## config.mk

```make
export PLATFORM = sky130hd
export DESIGN_NAME = b58pc_enc_lane
export DESIGN_NICKNAME = d
export VERILOG_FILES = /design/src/rtl/core/b58pc_pkg.sv /design/src/rtl/core/b58pc_enc_lane.sv
export SDC_FILE = /design/constraint.sdc
export NUM_CORES = 1
export LEC_CHECK = 0
export ABC_AREA = 1
export ABC_CLOCK_PERIOD_IN_PS = 5200
export BUFFER_PORTS_ARGS = -buffer_cell sky130_fd_sc_hd__buf_2
export CAP_MARGIN = 20
export CORE_ASPECT_RATIO = 0.7
export CORE_UTILIZATION = 30
export DETAILED_ROUTE_END_ITERATION = 6
export PLACE_DENSITY = 0.52
export SYNTH_ARGS = -nofsm -noshare
export SYNTH_HDL_FRONTEND = slang
export SYNTH_SLANG_ARGS = --single-unit
```

## constraint.sdc

```tcl
create_clock -name vclk -period 5.2
set_input_delay 1.04 -clock vclk [all_inputs]
set_output_delay 1.04 -clock vclk [all_outputs]
set_load 0.005 [all_outputs]
```

## src/rtl/core/b58pc_pkg.sv

```systemverilog
// Package for the base-58 permuted id codec: field widths, keys, pipeline types
// and the alphabet lookups. Used by every module under rtl/core.
// Depends on nothing.
package b58pc_pkg;

  // Selector carried in tuser
  localparam logic KIND_ENC = 1'b0;  // number to string
  localparam logic KIND_DEC = 1'b1;  // string to number

  localparam int unsigned NumDigits = 6;
  localparam int unsigned NumNibbles = 9;  // covers the 34-bit encode value

  localparam logic [31:0] KEY_XOR = 32'd177451812;
  localparam logic [33:0] KEY_ADD = 34'd8728348608;

  // Divide by 58 for x < 2^14: q = (x * 9040) >> 19, exact in that range
  localparam logic [13:0] DIV58_MUL = 14'd9040;
  localparam int unsigned DIV58_SHIFT = 19;
  localparam logic [5:0] RADIX = 6'd58;

  // Powers of 58, digit weights
  localparam logic [29:0] P58 [NumDigits] = '{
    30'd1, 30'd58, 30'd3364, 30'd195112, 30'd11316496, 30'd656356768
  };

  typedef logic [5:0][5:0] dig_vec_t;   // one base-58 digit per column
  typedef logic [5:0][9:0] prod_vec_t;  // nibble times digit, per column

  // Stage 1: encode value and weighted decode terms
  typedef struct packed {
    logic             kind;
    logic [33:0]      val;
    logic [5:0][35:0] term;
  } in_stage_t;

  // Stages 2..8: column sums with carry, output chars, decode accumulators
  typedef struct packed {
    logic             kind;
    logic [5:0][12:0] col;
    logic [8:0]       cy;
    logic [5:0][6:0]  chr;
    logic [2:0][35:0] acc;
  } pipe_t;

  function automatic logic [5:0] char2dig(logic [6:0] c);
    logic [7:0] cc;
    logic [5:0] d;
    cc = {1'b0, c};
    case (cc)
      "f": d = 6'd0;   "Z": d = 6'd1;   "o": d = 6'd2;   "d": d = 6'd3;
      "R": d = 6'd4;   "9": d = 6'd5;   "X": d = 6'd6;   "Q": d = 6'd7;
      "D": d = 6'd8;   "S": d = 6'd9;   "U": d = 6'd10;  "m": d = 6'd11;
      "2": d = 6'd12;  "1": d = 6'd13;  "y": d = 6'd14;  "C": d = 6'd15;
      "k": d = 6'd16;  "r": d = 6'd17;  "6": d = 6'd18;  "z": d = 6'd19;
      "B": d = 6'd20;  "q": d = 6'd21;  "i": d = 6'd22;  "v": d = 6'd23;
      "e": d = 6'd24;  "Y": d = 6'd25;  "a": d = 6'd26;  "h": d = 6'd27;
      "8": d = 6'd28;  "b": d = 6'd29;  "t": d = 6'd30;  "4": d = 6'd31;
      "x": d = 6'd32;  "s": d = 6'd33;  "W": d = 6'd34;  "p": d = 6'd35;
      "H": d = 6'd36;  "n": d = 6'd37;  "J": d = 6'd38;  "E": d = 6'd39;
      "7": d = 6'd40;  "j": d = 6'd41;  "L": d = 6'd42;  "5": d = 6'd43;
      "V": d = 6'd44;  "G": d = 6'd45;  "3": d = 6'd46;  "g": d = 6'd47;
      "u": d = 6'd48;  "M": d = 6'd49;  "T": d = 6'd50;  "K": d = 6'd51;
      "N": d = 6'd52;  "P": d = 6'd53;  "A": d = 6'd54;  "w": d = 6'd55;
      "c": d = 6'd56;  "F": d = 6'd57;
      default: d = 6'd0;  // not in the alphabet: same digit as 'f'
    endcase
    return d;
  endfunction

  function automatic logic [6:0] dig2char(logic [5:0] d);
    logic [7:0] cc;
    case (d)
      6'd0:  cc = "f";  6'd1:  cc = "Z";  6'd2:  cc = "o";  6'd3:  cc = "d";
      6'd4:  cc = "R";  6'd5:  cc = "9";  6'd6:  cc = "X";  6'd7:  cc = "Q";
      6'd8:  cc = "D";  6'd9:  cc = "S";  6'd10: cc = "U";  6'd11: cc = "m";
      6'd12: cc = "2";  6'd13: cc = "1";  6'd14: cc = "y";  6'd15: cc = "C";
      6'd16: cc = "k";  6'd17: cc = "r";  6'd18: cc = "6";  6'd19: cc = "z";
      6'd20: cc = "B";  6'd21: cc = "q";  6'd22: cc = "i";  6'd23: cc = "v";
      6'd24: cc = "e";  6'd25: cc = "Y";  6'd26: cc = "a";  6'd27: cc = "h";
      6'd28: cc = "8";  6'd29: cc = "b";  6'd30: cc = "t";  6'd31: cc = "4";
      6'd32: cc = "x";  6'd33: cc = "s";  6'd34: cc = "W";  6'd35: cc = "p";
      6'd36: cc = "H";  6'd37: cc = "n";  6'd38: cc = "J";  6'd39: cc = "E";
      6'd40: cc = "7";  6'd41: cc = "j";  6'd42: cc = "L";  6'd43: cc = "5";
      6'd44: cc = "V";  6'd45: cc = "G";  6'd46: cc = "3";  6'd47: cc = "g";
      6'd48: cc = "u";  6'd49: cc = "M";  6'd50: cc = "T";  6'd51: cc = "K";
      6'd52: cc = "N";  6'd53: cc = "P";  6'd54: cc = "A";  6'd55: cc = "w";
      6'd56: cc = "c";  6'd57: cc = "F";
      default: cc = 8'd0;
    endcase
    return cc[6:0];
  endfunction

endpackage

```

## src/rtl/core/b58pc_enc_lane.sv

```systemverilog
// Encode lane: one 4-bit slice of the value times the base-58 digits of its
// place weight. Depends on b58pc_pkg.
module b58pc_enc_lane
  import b58pc_pkg::*;
(
  input  logic [3:0] nib_i,
  input  dig_vec_t   wgt_i,
  output prod_vec_t  prod_o
);

  always_comb begin
    for (int j = 0; j < NumDigits; j++) begin
      prod_o[j] = 10'(nib_i) * 10'(wgt_i[j]);
    end
  end

endmodule

```

==> results.py <==
metrics = {
    "status": {
        "status": "finished clean",
    },
    "cts": {
        "post_cts_resized": 0,
        "cts_hold_buf": 0,
        "postCtsSetupRepairBufs": 0,
    },
    "power_and_ir_drop": {
        "clkPwrFrac_pct": 0,
        "p_per_area_mw_per_mm2": 141,
        "p_total_mw": 0.746,
        "internal_power_mw": 0.335,
        "power_leakage_nw": 3.87,
        "peakVddDrop_mv": 0.0493,
        "p_switching_mw": 0.411,
        "combinationalPowerShare_pct": 100.0,
        "swShare_pct": 55.1,
        "pwr-share-seq_pct": 0,
    },
    "setup_path": {
        "crit_top_cell": "nand2_1",
        "end_kind": "primary output",
        "arrival_ns": 3.84,
        "cp_max_fo": 24,
        "worstSetupPathType": "input port to primary output",
        "startpoint_type": "input port",
        "crit_slowest_cell": "fa_1",
        "critPathBufInv": 5,
        "crit_family": "adder cells",
        "required_ns": 4.16,
        "cpPeakStageDelay_ns": 0.56,
        "cp-startpoint": "nib_i[2]",
        "cp_cell_sequence": "buf_2, nand2_1, fa_1, inv_1, fa_1, inv_1, fa_1, inv_1, nand2_1, nand2_1, nand3b_1, nand2_1, nand2_1, nand2_1, buf_2",
    },
    "logic_synthesis": {
        "synth_warnings": 0,
        "syn_inst": 731,
        "synth_area_mm2": 0.00455,
        "seq_area_frac_synth_pct": 0,
        "avgSynthCellArea_um2": 6.23,
        "syn-num-nets": 903,
        "yosysUniqueCellTypes": 18,
    },
    "final_layout": {
        "n_antenna_cell": 0,
        "drive_gt1_share_pct": 15.1,
        "mostFrequentLayoutCells": "nand2_1, inv_1, buf_2",
        "seqCellArea_um2": 0,
        "final_common_cell": "nand2_1",
        "seq_cell_count": 0,
        "fillers": 1675,
        "fin_nets": 997,
        "area_delta_synth_final_pct": 15.9,
        "clock_buffers": 0,
    },
    "placed_design": {
        "gp_congestion": 0.815,
        "io_buffer_count": 100,
        "dp_hpwl_um": 8910,
    },
    "die": {
        "start_util_pct": 30.8,
        "io_pins": 100,
        "dieArea_mm2": 0.0157,
        "die_w_um": 149,
        "core-area_mm2": 0.0148,
        "rows": 37,
        "die_h_um": 105,
    },
    "job": {
        "maxCapViolCount": 0,
    },
    "drt": {
        "vias_per_cell": 4.04,
        "wl_per_cell_um": 10.1,
        "drc": 0,
        "dr.first_iter.drc_count": 141,
        "drt-pass1-iter-count": 4,
        "via_count": 4117,
        "wl_um": 10200,
        "antenna_left": 0,
    },
    "timing": {
        "drv_slew": 0,
        "setup_viol": 0,
        "fmax_mhz": 205,
        "final_hold_viol_count": 0,
        "slew-limit-headroom_pct": 51.0,
        "tightestPinTransition_ns": 0.734,
        "rsz0062_at_grt": "no",
        "setup_tns_ns": 0,
        "finalCriticalPeriod_ns": 4.88,
        "finalCritPeriodShare_pct": 93.9,
    },
    "global_route": {
        "grt_pass1_wl_um": 18100,
        "antenna_found_initial": 0,
        "grtUsageTotal_pct": 13.6,
        "grt_pass1_vias": 3945,
        "grt_max_degree": 37,
        "grt-ovfl-total": 0,
    },
    "min_path": {
        "hp-start": "wgt_i[24]",
        "hold_path_class": "input port to primary output",
    },
}
## cell type report
type / count / area, um2 / share of cell area, %
Multi-Input combinational cell: 500 / 3670 / 69.5
Inverter: 215 / 807 / 15.3
Tap cell: 195 / 244 / 4.62
Timing Repair Buffer: 108 / 561 / 10.6
## metal layers
metal  GRT usage, %  wire, um
met1           21.6      5990
met2           21.4      3940
met3          0.262       304
met4              0         0
met5              0         0
## kinds of logic (layout without fill, tap and decap cells)
group | count (synthesis) | in the layout | share of synthesized area, %
AO/OA/AOI/OAI | 12 | 12 | 1.40
XOR/XNOR | 18 | 18 | 3.46
adder cells (fa/ha/maj) | 132 | 132 | 44.2
buffers and inverters | 231 | 323 | 19.5
AND/OR/NAND/NOR | 338 | 338 | 31.5
## final timing paths
kind	endpoint	slack, ns	cells past startpoint
worst max-delay path	prod_o[58]	0.32	15
worst min-delay path	prod_o[40]	2.39	4
## per-stage QoR
stage	hold slack (ns)	util [%]	instances	setup slack (ns)	instance area, um2
2_1_floorplan	2.16	-	731	0.677	4550
3_3_place_gp	2.40	35.7	1018	0.345	5280
3_5_place_dp	2.39	35.7	1018	0.283	5280
4_1_cts	2.39	35.7	1018	0.276	5280
5_1_grt	2.41	35.7	1018	0.0365	5280
6_report	2.39	35.7	1018	0.316	5280
## cells in the mapped netlist
| cell | number | area [um2] |
|---|---|---|
| xnor2_1 | 14 | 123 |
| a21oi_1 | 11 | 55.1 |
| nor2_1 | 13 | 48.8 |
| inv_1 | 215 | 807 |
| nand2_1 | 274 | 1030 |
| xor2_1 | 4 | 35.0 |
| nand3b_1 | 8 | 60.1 |
| or2_4 | 3 | 26.3 |
| a21oi_2 | 1 | 8.76 |
| fa_1 | 48 | 961 |
| buf_2 | 16 | 80.1 |
| nand3_1 | 21 | 105 |
| nand3_2 | 5 | 50.1 |
| nor2_2 | 3 | 18.8 |
| ha_1 | 84 | 1050 |
| or2_1 | 7 | 43.8 |
| nand2_2 | 2 | 12.5 |
| nand3b_4 | 2 | 40.0 |
## power groups by stage
stage	clock network, mW	registers [mW]	logic, mW
after floorplan	0	0	0.514
after global placement	0	0	0.755
after detailed placement	0	0	0.754
after CTS	0	0	0.761
after global routing	0	0	0.871
final	0	0	0.746
Note: power is estimated with default switching activity, not from simulation.
