`config.mk`:
```
export PLATFORM = sky130hd
export DESIGN_NAME = b58pc_carry
export DESIGN_NICKNAME = d
export VERILOG_FILES = /design/src/rtl/core/b58pc_pkg.sv /design/src/rtl/core/b58pc_carry.sv
export SDC_FILE = /design/constraint.sdc
export NUM_CORES = 1
export LEC_CHECK = 0
export BUFFER_PORTS_ARGS = -buffer_cell sky130_fd_sc_hd__buf_2
export CAP_MARGIN = 20
export CORE_MARGIN = 2
export CORE_UTILIZATION = 24
export DETAILED_ROUTE_END_ITERATION = 8
export SLEW_MARGIN = 30
export SYNTH_ARGS = -nofsm -noshare
export SYNTH_HDL_FRONTEND = slang
export SYNTH_SLANG_ARGS = --single-unit
```
`constraint.sdc`:
```
create_clock -name vclk -period 6.6
set_clock_uncertainty 0.1 [all_clocks]
set_input_delay 0.33 -clock vclk [all_inputs]
set_output_delay 0.33 -clock vclk [all_outputs]
set_load 0.02 [all_outputs]
```
`src/rtl/core/b58pc_pkg.sv`:
```
// Package for the base-58 permuted id codec: field widths, keys, pipeline types
// and the alphabet lookups. Used by every module under rtl/core.
// Depends on nothing.
package b58pc_pkg;

  // Selector carried in tuser
  localparam logic KIND_ENC = 1'b0;  // number to string
  localparam logic KIND_DEC = 1'b1;  // string to number

  localparam int unsigned NumDigits = 6;
  localparam int unsigned NumNibbles = 9;  // covers the 34-bit encode value

  localparam logic [31:0] KEY_XOR = 32'd177451812;
  localparam logic [33:0] KEY_ADD = 34'd8728348608;

  // Divide by 58 for x < 2^14: q = (x * 9040) >> 19, exact in that range
  localparam logic [13:0] DIV58_MUL = 14'd9040;
  localparam int unsigned DIV58_SHIFT = 19;
  localparam logic [5:0] RADIX = 6'd58;

  // Powers of 58, digit weights
  localparam logic [29:0] P58 [NumDigits] = '{
    30'd1, 30'd58, 30'd3364, 30'd195112, 30'd11316496, 30'd656356768
  };

  typedef logic [5:0][5:0] dig_vec_t;   // one base-58 digit per column
  typedef logic [5:0][9:0] prod_vec_t;  // nibble times digit, per column

  // Stage 1: encode value and weighted decode terms
  typedef struct packed {
    logic             kind;
    logic [33:0]      val;
    logic [5:0][35:0] term;
  } in_stage_t;

  // Stages 2..8: column sums with carry, output chars, decode accumulators
  typedef struct packed {
    logic             kind;
    logic [5:0][12:0] col;
    logic [8:0]       cy;
    logic [5:0][6:0]  chr;
    logic [2:0][35:0] acc;
  } pipe_t;

  function automatic logic [5:0] char2dig(logic [6:0] c);
    logic [7:0] cc;
    logic [5:0] d;
    cc = {1'b0, c};
    case (cc)
      "f": d = 6'd0;   "Z": d = 6'd1;   "o": d = 6'd2;   "d": d = 6'd3;
      "R": d = 6'd4;   "9": d = 6'd5;   "X": d = 6'd6;   "Q": d = 6'd7;
      "D": d = 6'd8;   "S": d = 6'd9;   "U": d = 6'd10;  "m": d = 6'd11;
      "2": d = 6'd12;  "1": d = 6'd13;  "y": d = 6'd14;  "C": d = 6'd15;
      "k": d = 6'd16;  "r": d = 6'd17;  "6": d = 6'd18;  "z": d = 6'd19;
      "B": d = 6'd20;  "q": d = 6'd21;  "i": d = 6'd22;  "v": d = 6'd23;
      "e": d = 6'd24;  "Y": d = 6'd25;  "a": d = 6'd26;  "h": d = 6'd27;
      "8": d = 6'd28;  "b": d = 6'd29;  "t": d = 6'd30;  "4": d = 6'd31;
      "x": d = 6'd32;  "s": d = 6'd33;  "W": d = 6'd34;  "p": d = 6'd35;
      "H": d = 6'd36;  "n": d = 6'd37;  "J": d = 6'd38;  "E": d = 6'd39;
      "7": d = 6'd40;  "j": d = 6'd41;  "L": d = 6'd42;  "5": d = 6'd43;
      "V": d = 6'd44;  "G": d = 6'd45;  "3": d = 6'd46;  "g": d = 6'd47;
      "u": d = 6'd48;  "M": d = 6'd49;  "T": d = 6'd50;  "K": d = 6'd51;
      "N": d = 6'd52;  "P": d = 6'd53;  "A": d = 6'd54;  "w": d = 6'd55;
      "c": d = 6'd56;  "F": d = 6'd57;
      default: d = 6'd0;  // not in the alphabet: same digit as 'f'
    endcase
    return d;
  endfunction

  function automatic logic [6:0] dig2char(logic [5:0] d);
    logic [7:0] cc;
    case (d)
      6'd0:  cc = "f";  6'd1:  cc = "Z";  6'd2:  cc = "o";  6'd3:  cc = "d";
      6'd4:  cc = "R";  6'd5:  cc = "9";  6'd6:  cc = "X";  6'd7:  cc = "Q";
      6'd8:  cc = "D";  6'd9:  cc = "S";  6'd10: cc = "U";  6'd11: cc = "m";
      6'd12: cc = "2";  6'd13: cc = "1";  6'd14: cc = "y";  6'd15: cc = "C";
      6'd16: cc = "k";  6'd17: cc = "r";  6'd18: cc = "6";  6'd19: cc = "z";
      6'd20: cc = "B";  6'd21: cc = "q";  6'd22: cc = "i";  6'd23: cc = "v";
      6'd24: cc = "e";  6'd25: cc = "Y";  6'd26: cc = "a";  6'd27: cc = "h";
      6'd28: cc = "8";  6'd29: cc = "b";  6'd30: cc = "t";  6'd31: cc = "4";
      6'd32: cc = "x";  6'd33: cc = "s";  6'd34: cc = "W";  6'd35: cc = "p";
      6'd36: cc = "H";  6'd37: cc = "n";  6'd38: cc = "J";  6'd39: cc = "E";
      6'd40: cc = "7";  6'd41: cc = "j";  6'd42: cc = "L";  6'd43: cc = "5";
      6'd44: cc = "V";  6'd45: cc = "G";  6'd46: cc = "3";  6'd47: cc = "g";
      6'd48: cc = "u";  6'd49: cc = "M";  6'd50: cc = "T";  6'd51: cc = "K";
      6'd52: cc = "N";  6'd53: cc = "P";  6'd54: cc = "A";  6'd55: cc = "w";
      6'd56: cc = "c";  6'd57: cc = "F";
      default: cc = 8'd0;
    endcase
    return cc[6:0];
  endfunction

endpackage

```
`src/rtl/core/b58pc_carry.sv`:
```
// Carry cell: folds the incoming carry into one column and splits it into
// a base-58 digit and the carry for the next column. Depends on b58pc_pkg.
module b58pc_carry
  import b58pc_pkg::*;
(
  input  logic [12:0] col_i,
  input  logic [8:0]  cy_i,
  output logic [5:0]  dig_o,
  output logic [8:0]  cy_o
);

  logic [13:0] x;
  logic [27:0] prod;
  logic [8:0]  quo;
  logic [13:0] rem;

  always_comb begin
    x     = 14'(col_i) + 14'(cy_i);
    prod  = 28'(x) * 28'(DIV58_MUL);   // reciprocal multiply, exact for 14 bits
    quo   = prod[DIV58_SHIFT +: 9];
    rem   = x - 14'(18'(quo) * 18'(RADIX));
    dig_o = rem[5:0];
    cy_o  = quo;
  end

endmodule

```
==> flow_summary.toml, run 1 <==
[routing]
wl_per_cell_um = 13.0
drt-total-wl_um = 7380
drt_iter0_drc = 43
vias = 2527
routed_via_density = 4.44
drc = 0
ant_nets = 0
firstDrtPassIters = 4

[die]
die_w_um = 112
start_util_pct = 24.7
ioPinCount = 37
core.rowCount = 39
die_area_sq_um = 12600
core_area_sq_um = 11400
dieHeight_um = 112

[min_path]
hold_path.class = "in2out"
hp-start = "cy_i[0]"
whs_endpoint = "dig_o[0]"
hold_depth = 3

[place]
hpwl_um = 6190
place_congestion = 0.913
place.port_buffers = 37

[yosys]
syn_avg_cell_area_sq_um = 9.03
synth.top_cells.by_count = "90 x ha_1, 74 x inv_1, 29 x fa_1"
synth_area_leaders = "ha_1 40%, fa_1 21%, inv_1 9.9%"
yosysUniqueCellTypes = 37
yosysWarnings = 0
synth.cell_area_sq_um = 2820
synth.most_common_cell = "ha_1"
ys_seq_area_share_pct = 0
synth_top_area_share_pct = 40.0
synth_top_area_cell = "ha_1"
syn_nets = 453
syn-instance-count = 312

[final_layout]
syn2layout_area_growth_pct = 59.7
register_area_sq_um = 0
drive_above_1_share_pct = 47.9
fillCellCount = 1100
diodes = 0
nClkBuffers = 0
nFlopsAndLatches = 0
final_nets = 569
post-route-util_pct = 39.4

[global_route]
gr-total-overflow = 0
grt_pass1_vias = 2752
antenna_found_initial = 0
grt_pass1_wl_um = 12400
grt_max_degree = 8
grtUsageTotal_pct = 11.7

[run_status]
violations = "negative setup slack"
outcome = "complete, but fails checks"

[timing]
finalMaxSlewViolations = 0
fin_crit_sh_pct = 109
period_needed_ns = 7.17
rsz0062_at_grt = "true"
slew_headroom_pct = 75.0
max_freq_mhz = 139
finalWorstSetupSlack_ns = -0.572
hold_viol = 0
setup_viol = 3
worst-slew-pin-transition_ns = 0.372

[critical_path]
critPathMaxFanout = 5
path_class = "in2out"
cp-startpoint = "col_i[1]"
crit_required_ns = 6.17
start_kind = "input pin"
critical_path_arrival_ns = 6.74
cpMostUsedCell = "ha_4"
worst-path-buf-inv = 5
end_kind = "output pin"
cp_slowest_stage_delay_ns = 0.55
critPathSlowestCell = "fa_1"
cp_top_family = "adder cells"

[cts]
ctsHoldBuffers = 0

[run]
maxCapViolations = 0
[metrics by stage]
stage | setup slack [ns] | cell area, sq um | TNS (ns) | instances | hold WS [ns]
floorplan | -0.526 | 3000 | -0.785 | 312 | 0.726
global placement | -1.05 | 3830 | -1.99 | 554 | 0.995
detailed placement | -1.15 | 3830 | -2.38 | 554 | 0.995
CTS | -0.560 | 4300 | -0.867 | 561 | 0.966
global route | -0.842 | 4500 | -2.04 | 569 | 0.974
finish | -0.572 | 4500 | -1.12 | 569 | 0.955
[how the worst max path moves through the flow]
stage | cells after the start | slack, ns | to
after floorplan | 33 | -0.53 | dig_o[5]
after global placement | 34 | -1.05 | dig_o[5]
after detailed placement | 34 | -1.15 | dig_o[5]
after CTS | 36 | -0.56 | dig_o[5]
after global routing | 32 | -0.84 | dig_o[5]
final | 32 | -0.57 | dig_o[5]
[final cells by class]
cell class	instances	area [sq um]	area share, %
timing repair buffer	114	831	18.5
inverter	74	278	6.17
multi-input combinational	238	3210	71.4
tap	143	179	3.98
[per-layer routing]
layer / up-vias / global-route usage, % / wire length, um
met3: 6 / 0.270 / 186
met2: 45 / 23.9 / 4080
li1: 1267 / - / -
met4: 0 / 0.976 / 63
met5: - / 0 / 0
met1: 1209 / 14.0 / 3050
[kinds of logic after synthesis]
kind of cell | count (synthesis) | synth area share [%]
muxes | 2 | 0.755
adders and majority gates | 119 | 60.6
xor gates and xnor gates | 29 | 9.01
buffers and inverters | 74 | 9.86
AOI/OAI and AO/OA | 50 | 12.8
and+or+nand+nor | 38 | 7.02
[placed cells by master, fill, tap and decap left out, types with 4 or more instances in the layout]
master / instances
a21o_1: 5
a21oi_1: 10
a21oi_2: 5
a21oi_4: 4
buf_2: 31
buf_4: 69
buf_6: 14
fa_1: 25
fa_2: 4
ha_1: 59
ha_4: 31
inv_1: 62
inv_2: 12
nand2_1: 6
nand3_1: 4
nand4_1: 4
nor2_1: 5
o21a_1: 4
o21ai_2: 4
xnor2_1: 7
xnor2_2: 9
xnor2_4: 4
xor2_1: 7
[what timing repair did]
item / in CTS / in global routing
resized for setup: 58 / 26
setup endpoints to repair: 4 / 4
pin swaps: 62 / 24
buffers inserted: 9 / 10
Power of run 1 is not shown: default switching activity piles up to over one toggle a cycle in this logic, so the estimate is an artifact.
==> run 2, diff against run 1 <==
SKIP_LAST_GASP = 1   (was unset)
==> flow_summary.toml, run 2 (synthesis results as in run 1) <==
[timing]
fin_crit_sh_pct = 109
finalWorstSetupSlack_ns = -0.572
max_freq_mhz = 139
worst-slew-pin-transition_ns = 0.372
hold_viol = 0
slew_headroom_pct = 75.0
whs_ns = 0.955
rsz0062_at_grt = "true"
period_needed_ns = 7.17
setup_viol = 3
finalMaxSlewViolations = 0

[die]
core_area_sq_um = 11400
ioPinCount = 37
die_area_sq_um = 12600
core.rowCount = 39
die_w_um = 112
start_util_pct = 24.7
dieHeight_um = 112

[critical_path]
path_class = "in2out"
critical_path_arrival_ns = 6.74
critPathSlowestCell = "fa_1"
critPathMaxFanout = 5
crit_required_ns = 6.17
start_kind = "input pin"
end_kind = "output pin"
cpMostUsedCell = "ha_4"
cp_slowest_stage_delay_ns = 0.55
worst-path-buf-inv = 5
cp_top_family = "adder cells"

[place]
place_congestion = 0.913
place_area_sq_um = 3830
place.port_buffers = 37
hpwl_um = 6190

[routing]
vias = 2527
drc = 0
routed_via_density = 4.44
ant_nets = 0
drt_iter0_drc = 43
drt-total-wl_um = 7380
firstDrtPassIters = 4
wl_per_cell_um = 13.0

[final_layout]
finalInstanceArea_sq_um = 4500
drive_above_1_share_pct = 47.9
nFlopsAndLatches = 0
final_nets = 569
layout_commonest_cell = "buf_4"
syn2layout_area_growth_pct = 59.7
multiInputGateArea_sq_um = 3210
nClkBuffers = 0
layout_common_cells = "69 x buf_4, 62 x inv_1, 59 x ha_1"
register_area_sq_um = 0
post-route-util_pct = 39.4
diodes = 0
fillCellCount = 1100

[run_status]
violations = "negative setup slack"
outcome = "complete, but fails checks"

[min_path]
hp-start = "cy_i[0]"
hold_path.class = "in2out"
hold_depth = 3
whs_endpoint = "dig_o[0]"

[global_route]
grt_pass1_vias = 2752
grt_pass1_wl_um = 12400
grt_max_degree = 8
gr-total-overflow = 0
antenna_found_initial = 0
grtUsageTotal_pct = 11.7

[run]
maxCapViolations = 0
[run 2: how the worst max path moves through the flow]
stage	from	cells after the start	end	slack, ns
4_1_cts	col_i[0]	36	dig_o[5]	-0.56
2_1_floorplan	col_i[0]	33	dig_o[5]	-0.53
6_report	col_i[1]	32	dig_o[5]	-0.57
5_1_grt	col_i[1]	32	dig_o[5]	-0.84
3_5_place_dp	col_i[0]	34	dig_o[5]	-1.15
3_3_place_gp	col_i[0]	34	dig_o[5]	-1.05
[run 2: what timing repair did]
action	CTS	global route
endpoints found under the setup margin	4	4
hold buffers	0	0
setup buffers	9	10
gates resized for setup	58	26
pin swaps	62	24
[run 2: per-layer routing]
layer | GRT usage (%) | wire length [um] | vias to the layer above | share of wire (%)
met5 | 0 | 0 | - | 0
li1 | - | - | 1267 | -
met3 | 0.270 | 186 | 6 | 2.5
met2 | 23.9 | 4080 | 45 | 55
met1 | 14.0 | 3050 | 1209 | 41
met4 | 0.976 | 63 | 0 | 0.85
[run 2: through the flow]
step	cells	setup TNS [ns]	setup slack, ns
floorplan	312	-0.785	-0.526
detailed placement	554	-2.38	-1.15
global route	569	-2.04	-0.842
CTS	561	-0.867	-0.560
finish	569	-1.12	-0.572
global placement	554	-1.99	-1.05
[run 2: cell type report]
type	count	area share (%)
Multi-Input combinational cell	238	71.4
Timing Repair Buffer	114	18.5
Inverter	74	6.17
Tap cell	143	3.98
Power of run 2 is left out for the same reason.
