### src/rtl/core/b58pc_pkg.sv
// Package for the base-58 permuted id codec: field widths, keys, pipeline types
// and the alphabet lookups. Used by every module under rtl/core.
// Depends on nothing.
package b58pc_pkg;

  // Selector carried in tuser
  localparam logic KIND_ENC = 1'b0;  // number to string
  localparam logic KIND_DEC = 1'b1;  // string to number

  localparam int unsigned NumDigits = 6;
  localparam int unsigned NumNibbles = 9;  // covers the 34-bit encode value

  localparam logic [31:0] KEY_XOR = 32'd177451812;
  localparam logic [33:0] KEY_ADD = 34'd8728348608;

  // Divide by 58 for x < 2^14: q = (x * 9040) >> 19, exact in that range
  localparam logic [13:0] DIV58_MUL = 14'd9040;
  localparam int unsigned DIV58_SHIFT = 19;
  localparam logic [5:0] RADIX = 6'd58;

  // Powers of 58, digit weights
  localparam logic [29:0] P58 [NumDigits] = '{
    30'd1, 30'd58, 30'd3364, 30'd195112, 30'd11316496, 30'd656356768
  };

  typedef logic [5:0][5:0] dig_vec_t;   // one base-58 digit per column
  typedef logic [5:0][9:0] prod_vec_t;  // nibble times digit, per column

  // Stage 1: encode value and weighted decode terms
  typedef struct packed {
    logic             kind;
    logic [33:0]      val;
    logic [5:0][35:0] term;
  } in_stage_t;

  // Stages 2..8: column sums with carry, output chars, decode accumulators
  typedef struct packed {
    logic             kind;
    logic [5:0][12:0] col;
    logic [8:0]       cy;
    logic [5:0][6:0]  chr;
    logic [2:0][35:0] acc;
  } pipe_t;

  function automatic logic [5:0] char2dig(logic [6:0] c);
    logic [7:0] cc;
    logic [5:0] d;
    cc = {1'b0, c};
    case (cc)
      "f": d = 6'd0;   "Z": d = 6'd1;   "o": d = 6'd2;   "d": d = 6'd3;
      "R": d = 6'd4;   "9": d = 6'd5;   "X": d = 6'd6;   "Q": d = 6'd7;
      "D": d = 6'd8;   "S": d = 6'd9;   "U": d = 6'd10;  "m": d = 6'd11;
      "2": d = 6'd12;  "1": d = 6'd13;  "y": d = 6'd14;  "C": d = 6'd15;
      "k": d = 6'd16;  "r": d = 6'd17;  "6": d = 6'd18;  "z": d = 6'd19;
      "B": d = 6'd20;  "q": d = 6'd21;  "i": d = 6'd22;  "v": d = 6'd23;
      "e": d = 6'd24;  "Y": d = 6'd25;  "a": d = 6'd26;  "h": d = 6'd27;
      "8": d = 6'd28;  "b": d = 6'd29;  "t": d = 6'd30;  "4": d = 6'd31;
      "x": d = 6'd32;  "s": d = 6'd33;  "W": d = 6'd34;  "p": d = 6'd35;
      "H": d = 6'd36;  "n": d = 6'd37;  "J": d = 6'd38;  "E": d = 6'd39;
      "7": d = 6'd40;  "j": d = 6'd41;  "L": d = 6'd42;  "5": d = 6'd43;
      "V": d = 6'd44;  "G": d = 6'd45;  "3": d = 6'd46;  "g": d = 6'd47;
      "u": d = 6'd48;  "M": d = 6'd49;  "T": d = 6'd50;  "K": d = 6'd51;
      "N": d = 6'd52;  "P": d = 6'd53;  "A": d = 6'd54;  "w": d = 6'd55;
      "c": d = 6'd56;  "F": d = 6'd57;
      default: d = 6'd0;  // not in the alphabet: same digit as 'f'
    endcase
    return d;
  endfunction

  function automatic logic [6:0] dig2char(logic [5:0] d);
    logic [7:0] cc;
    case (d)
      6'd0:  cc = "f";  6'd1:  cc = "Z";  6'd2:  cc = "o";  6'd3:  cc = "d";
      6'd4:  cc = "R";  6'd5:  cc = "9";  6'd6:  cc = "X";  6'd7:  cc = "Q";
      6'd8:  cc = "D";  6'd9:  cc = "S";  6'd10: cc = "U";  6'd11: cc = "m";
      6'd12: cc = "2";  6'd13: cc = "1";  6'd14: cc = "y";  6'd15: cc = "C";
      6'd16: cc = "k";  6'd17: cc = "r";  6'd18: cc = "6";  6'd19: cc = "z";
      6'd20: cc = "B";  6'd21: cc = "q";  6'd22: cc = "i";  6'd23: cc = "v";
      6'd24: cc = "e";  6'd25: cc = "Y";  6'd26: cc = "a";  6'd27: cc = "h";
      6'd28: cc = "8";  6'd29: cc = "b";  6'd30: cc = "t";  6'd31: cc = "4";
      6'd32: cc = "x";  6'd33: cc = "s";  6'd34: cc = "W";  6'd35: cc = "p";
      6'd36: cc = "H";  6'd37: cc = "n";  6'd38: cc = "J";  6'd39: cc = "E";
      6'd40: cc = "7";  6'd41: cc = "j";  6'd42: cc = "L";  6'd43: cc = "5";
      6'd44: cc = "V";  6'd45: cc = "G";  6'd46: cc = "3";  6'd47: cc = "g";
      6'd48: cc = "u";  6'd49: cc = "M";  6'd50: cc = "T";  6'd51: cc = "K";
      6'd52: cc = "N";  6'd53: cc = "P";  6'd54: cc = "A";  6'd55: cc = "w";
      6'd56: cc = "c";  6'd57: cc = "F";
      default: cc = 8'd0;
    endcase
    return cc[6:0];
  endfunction

endpackage

### src/rtl/core/b58pc_dec_lane.sv
// Decode lane: one character to its digit, weighted by its power of 58.
// Depends on b58pc_pkg.
module b58pc_dec_lane
  import b58pc_pkg::*;
(
  input  logic [6:0]  chr_i,
  input  logic [29:0] wgt_i,
  output logic [35:0] term_o
);

  logic [5:0] dig;

  assign dig    = char2dig(chr_i);
  assign term_o = 36'(dig) * 36'(wgt_i);

endmodule

### config.mk
export PLATFORM = sky130hd
export DESIGN_NAME = b58pc_dec_lane
export DESIGN_NICKNAME = d
export VERILOG_FILES = /design/src/rtl/core/b58pc_pkg.sv /design/src/rtl/core/b58pc_dec_lane.sv
export SDC_FILE = /design/constraint.sdc
export NUM_CORES = 1
export LEC_CHECK = 0
export CELL_PAD_IN_SITES_DETAIL_PLACEMENT = 1
export CELL_PAD_IN_SITES_GLOBAL_PLACEMENT = 2
export CORE_UTILIZATION = 41
export DETAILED_ROUTE_END_ITERATION = 16
export DONT_BUFFER_PORTS = 1
export MAX_ROUTING_LAYER = met4
export PLACE_DENSITY_LB_ADDON = 0.1
export RECOVER_POWER = 100
export SETUP_SLACK_MARGIN = 0.15
export SYNTH_ARGS = -nofsm -noshare
export SYNTH_HDL_FRONTEND = slang
export SYNTH_SLANG_ARGS = --single-unit
### constraint.sdc
create_clock -name vclk -period 6.7
set_clock_uncertainty 0.15 [all_clocks]
set_input_delay 0.335 -clock vclk [all_inputs]
set_output_delay 0.335 -clock vclk [all_outputs]
set_load 0.01 [all_outputs]
==> results of run 1 <==
kinds of logic after synthesis:
family	count (synthesis)	synth area share (%)
simple gates	292	24.43
buf+inv	189	11.18
fa+ha+maj	165	44.33
compound gates	142	14.83
xor+xnor	27	3.599
mux	8	1.637
layer usage:
layer / global-route usage (%) / wire, um / up-vias
met5: - / 0 / -
met4: 1.661 / 167 / 0
met3: 1.081 / 289 / 10
met2: 40.10 / 9027 / 57
met1: 29.20 / 8203 / 2787
li1: - / - / 2632
cells in the final DEF, fill, tap and decap left out, types with 10 or more instances in the layout:
master	n
a21oi_1	37
ha_1	32
nor2_1	35
xnor2_1	21
o21ai_0	20
ha_4	15
nand2_1	49
fa_1	113
inv_1	147
nor2b_1	58
buf_4	44
and2_1	105
nand2b_1	10
what timing repair did:
action / CTS / global route
gates resized for setup: 18 / 44
endpoints found under the setup margin: 10 / 12
hold buffers: 0 / 0
gates cloned: 0 / 2
setup buffers: 7 / 12
pin swaps: 6 / 47
how the worst min path moves through the flow:
stage          startpoint  cells past startpoint        end  slack (ns)
2_1_floorplan    wgt_i[0]                      1  term_o[0]        0.66
3_3_place_gp     wgt_i[0]                      1  term_o[0]        0.67
3_5_place_dp     wgt_i[0]                      1  term_o[0]        0.67
4_1_cts          wgt_i[0]                      1  term_o[0]        0.67
5_1_grt          wgt_i[0]                      1  term_o[0]        0.67
6_report         wgt_i[0]                      1  term_o[0]        0.67
through the flow:
step                      instance area [um^2]  worst slack (ns)  setup TNS (ns)  power (uW)
after global placement                    6970           0.02149               0        1090
after global routing                      7473           0.05581               0        1395
after floorplan                           6571            0.3634               0       842.4
after detailed placement                  6970           -0.2164         -0.5361        1115
after CTS                                 7106            0.1610               0        1156
final                                     7473            0.2691               0        1247
area by class of cell:
class              count  area, um^2
fillers             1909        7954
multi-input cells    634        6171
inverters            153       578.1
repair buffers        57       460.4
well taps            211       264.0
report_power, final:
part	switching [uW]	internal (uW)	leakage (uW)
Sequential	0	0	0
Combinational	707	540	0.00352
Clock	0	0	0
==> impl_metrics.tcl, run 1 <==
set metrics [dict create \
    clockBufferCount 0 \
    initial_utilization_pct 42.60 \
    grt_overflow_total 0 \
    cp_cell_sequence "clkinvlp_4, ha_4, mux4_2, mux4_2, a22o_4, clkbuf_16, and2_1, fa_1, fa_1, inv_1, fa_1, inv_2, ha_4, o21ai_4, a21oi_2, o2111a_1, o31ai_4, a31oi_4, o41ai_4, buf_4, or3_1, a32oi_1, buf_4" \
    track_usage_pct 22.42 \
    powerDensity_nw_per_um2 166.9 \
    fin_crit_ns 6.431 \
    dr_total_vias 5486 \
    postRouteAntennaNets 0 \
    synthCells 823 \
    fin_crit_sh_pct 95.98 \
    seq_area_um2 0 \
    slowest_stage "fa_1" \
    cp_common_cell "fa_1" \
    antenna_found_initial 0 \
    yosysMostFrequentCell "inv_1" \
    yosys.cell_types.count 63 \
    antenna_cells 0 \
    final_cells 1055 \
    slowest_delay_ns 0.49 \
    start_kind "input port" \
    nets 1048 \
    io_pins 73 \
    synth_top_area_cell "fa_1" \
    critPathRequiredTime_ns 6.21 \
    coreArea_um2 15430 \
    grt_pass1_vias 5876 \
    whs_ns 0.6675 \
    setup_violations 0 \
    path_depth 23 \
    fmax_mhz 155.5 \
    gp_congestion 0.8916 \
    syn_to_final_growth_pct 13.73 \
    io_buffers 0 \
    viasPerCell 5.200 \
    avgSynthCellArea_um2 7.985 \
    arrival_ns 5.95 \
    yosysSeqAreaShare_pct 0 \
    design.seq.count 0 \
    synth.top_cell.area_share_pct 34.42 \
    crit_family "adder cells" \
    tightest_slew_ns 0.4373 \
    fin_util_pct 48.44 \
    routed_wl_mm 17.69 \
    drtIter0Drc 94 \
    crit_start "chr_i[1]" \
    worstSetupPathType "input port to output pin" \
    wire_per_inst_um 16.76 \
    synth.net_count 1025 \
    relSlewSlack_pct 70.65 \
    p_leak_uw 0.003522 \
    drc 0 \
    netlist_area_um2 6571 \
    yosys_warnings 0 \
    outcome "finished clean" \
    synthTopCellsByArea "fa_1 (34%), and2_1 (11%), ha_1 (9.9%), inv_1 (8.7%), nor2b_1 (5.5%)" \
    rows 45 \
    place_inst 1034 \
    die_w_um 128.6 \
    holdCritPathClass "input port to output pin" \
    hold_violations 0 \
    rsz0062_at_grt "yes" \
    synth_commonest_cells "inv_1 (152), fa_1 (113), and2_1 (111), nor2b_1 (58), ha_1 (52)" \
    setup.worst_path.end "term_o[32]" \
    maxCapViolations 0 \
    grt_max_degree 34 \
    crit_path_max_fanout 13 \
    die_h_um 128.6 \
    drive_above_1_share_pct 13.15 \
    cp-end-kind "output pin" \
    ir_drop_mv 0.1147 \
    drtPass1Iterations 4 \
    crit_buf_inv 6 \
    die-area_um2 16540 \
    slew_viol_final 0 \
    hpwl_mm 14.76 \
    grt_pass1_wl_mm 29.19 \
]
No activity file was read; power rests on OpenSTA's default activity.
==> run 2, diff against run 1 <==
Settings changed: CAP_MARGIN set to 20, CORE_UTILIZATION 41 to 44.
Clock period 6.7 ns to 8 ns, I/O delays scaled along.
==> impl_metrics.tcl, run 2 (same netlist as run 1, synthesis figures left out) <==
set metrics [dict create \
    outcome "finished clean" \
    layout_setup_ws_ns 0.5036 \
    cts_setup_buffers 0 \
    multi_input_area_um2 5821 \
    arrival_ns 6.95 \
    slew_viol_final 0 \
    design.seq.count 0 \
    dr_wl_met3_um 446 \
    p_leak_uw 0.003311 \
    crit_path_max_fanout 15 \
    p_sw_share_pct 61.56 \
    final_cell_mix "inv_1 (152), fa_1 (113), and2_1 (108), nor2b_1 (58), ha_1 (52)" \
    p_comb_share_pct 100.0 \
    routed_wl_mm 16.73 \
    final_common_cell "inv_1" \
    coreArea_um2 14530 \
    hpwl_mm 14.35 \
    die-area_um2 15430 \
    drc 0 \
    dr_total_vias 5281 \
    p_seq_share_pct 0 \
    hold_violations 0 \
    grt_overflow_total 0 \
    gp_congestion 0.8268 \
    io_pins 73 \
    internal_power_uw 329.7 \
    setup_violations 0 \
    ir_drop_mv 0.07043 \
    grt_pass1_wl_mm 28.98 \
    relSlewSlack_pct 41.59 \
    holdCritPathClass "input port to output pin" \
    clockBufferCount 0 \
    routed-wl-met2_mm 8.266 \
    fill_cells 1822 \
    fmax_mhz 133.4 \
    power_uw 857.7 \
    viasPerCell 5.383 \
    nets 1001 \
    seq_area_um2 0 \
    track_usage_pct 22.96 \
    start_kind "input port" \
    drtPass1Iterations 4 \
    postRouteAntennaNets 0 \
    wire_per_inst_um 17.05 \
    fin_crit_sh_pct 93.70 \
    cp-end-kind "output pin" \
    antenna_cells 0 \
    grt_pass1_vias 5901 \
    cts_resized 0 \
    grt_max_degree 34 \
    rows 44 \
    clockPowerShare_pct 0 \
    powerDensity_nw_per_um2 128.1 \
    rsz0062_at_grt "no" \
    drive_above_1_share_pct 3.388 \
    maxCapViolations 0 \
    setup.worst_path.end "term_o[34]" \
    antenna_found_initial 0 \
    worstSetupPathType "input port to output pin" \
    syn_to_final_growth_pct 1.847 \
    cts_hold_buf 0 \
    crit_start "chr_i[0]" \
    tightest_slew_ns 0.8703 \
    met1_length_mm 7.846 \
    io_buffers 0 \
    setup-tns-final_ns 0 \
    critPathRequiredTime_ns 7.45 \
    top_layer "met4" \
    die_h_um 124.2 \
    preCtsSetupSlack_ns 0.8117 \
    whs_ns 0.7968 \
    p_sw_uw 528.0 \
    drtIter0Drc 128 \
    fin_crit_ns 7.496 \
    die_w_um 124.2 \
    initial_utilization_pct 45.21 \
    fin_util_pct 46.05 \
]
run 2: critical path, cell delays in order:
cell and delay (ns):
inv_1 0.09, ha_1 0.46, nor2_1 0.15, a21oi_1 0.14
o21ai_0 0.14, a21oi_1 0.21, a21oi_1 0.10, a22oi_2 0.64
nor2b_1 0.17, fa_1 0.56, fa_1 0.55, inv_1 0.05
fa_1 0.53, inv_1 0.04, ha_1 0.37, nand3_1 0.11
nor2_1 0.06, o31a_1 0.33, o31ai_1 0.53, a31oi_1 0.38
o41ai_4 0.46, o21ai_1 0.18, xor2_1 0.27
run 2: how the worst min path moves through the flow:
stage | start | end | cells after the start
2_1_floorplan | wgt_i[0] | term_o[0] | 1
3_3_place_gp | wgt_i[0] | term_o[0] | 1
3_5_place_dp | wgt_i[0] | term_o[0] | 1
4_1_cts | wgt_i[0] | term_o[0] | 1
5_1_grt | wgt_i[0] | term_o[0] | 1
6_report | wgt_i[0] | term_o[0] | 1
run 2: per-layer routing:
metal	GRT usage [%]	vias to the layer above
met3	0.6897	14
met4	1.701	0
li1	-	2541
met1	30.79	2645
met5	-	-
met2	40.27	81
run 2: metrics by stage:
stage / std cells / area, um^2
2_1_floorplan: 823 / 6571
3_3_place_gp: 980 / 6721
3_5_place_dp: 981 / 6729
4_1_cts: 981 / 6729
5_1_grt: 981 / 6693
6_report: 981 / 6693
run 2: layout make-up:
cell class         count  share of cell area (%)
multi-input cells    634                   86.97
inverters            153                   8.581
repair buffers        10                   1.010
well taps            184                   3.440
run 2: power by group through the flow:
stage	clock network, uW	logic, uW	registers [uW]
2_1_floorplan	0	706	0
3_3_place_gp	0	841	0
3_5_place_dp	0	871	0
4_1_cts	0	875	0
5_1_grt	0	973	0
6_report	0	858	0
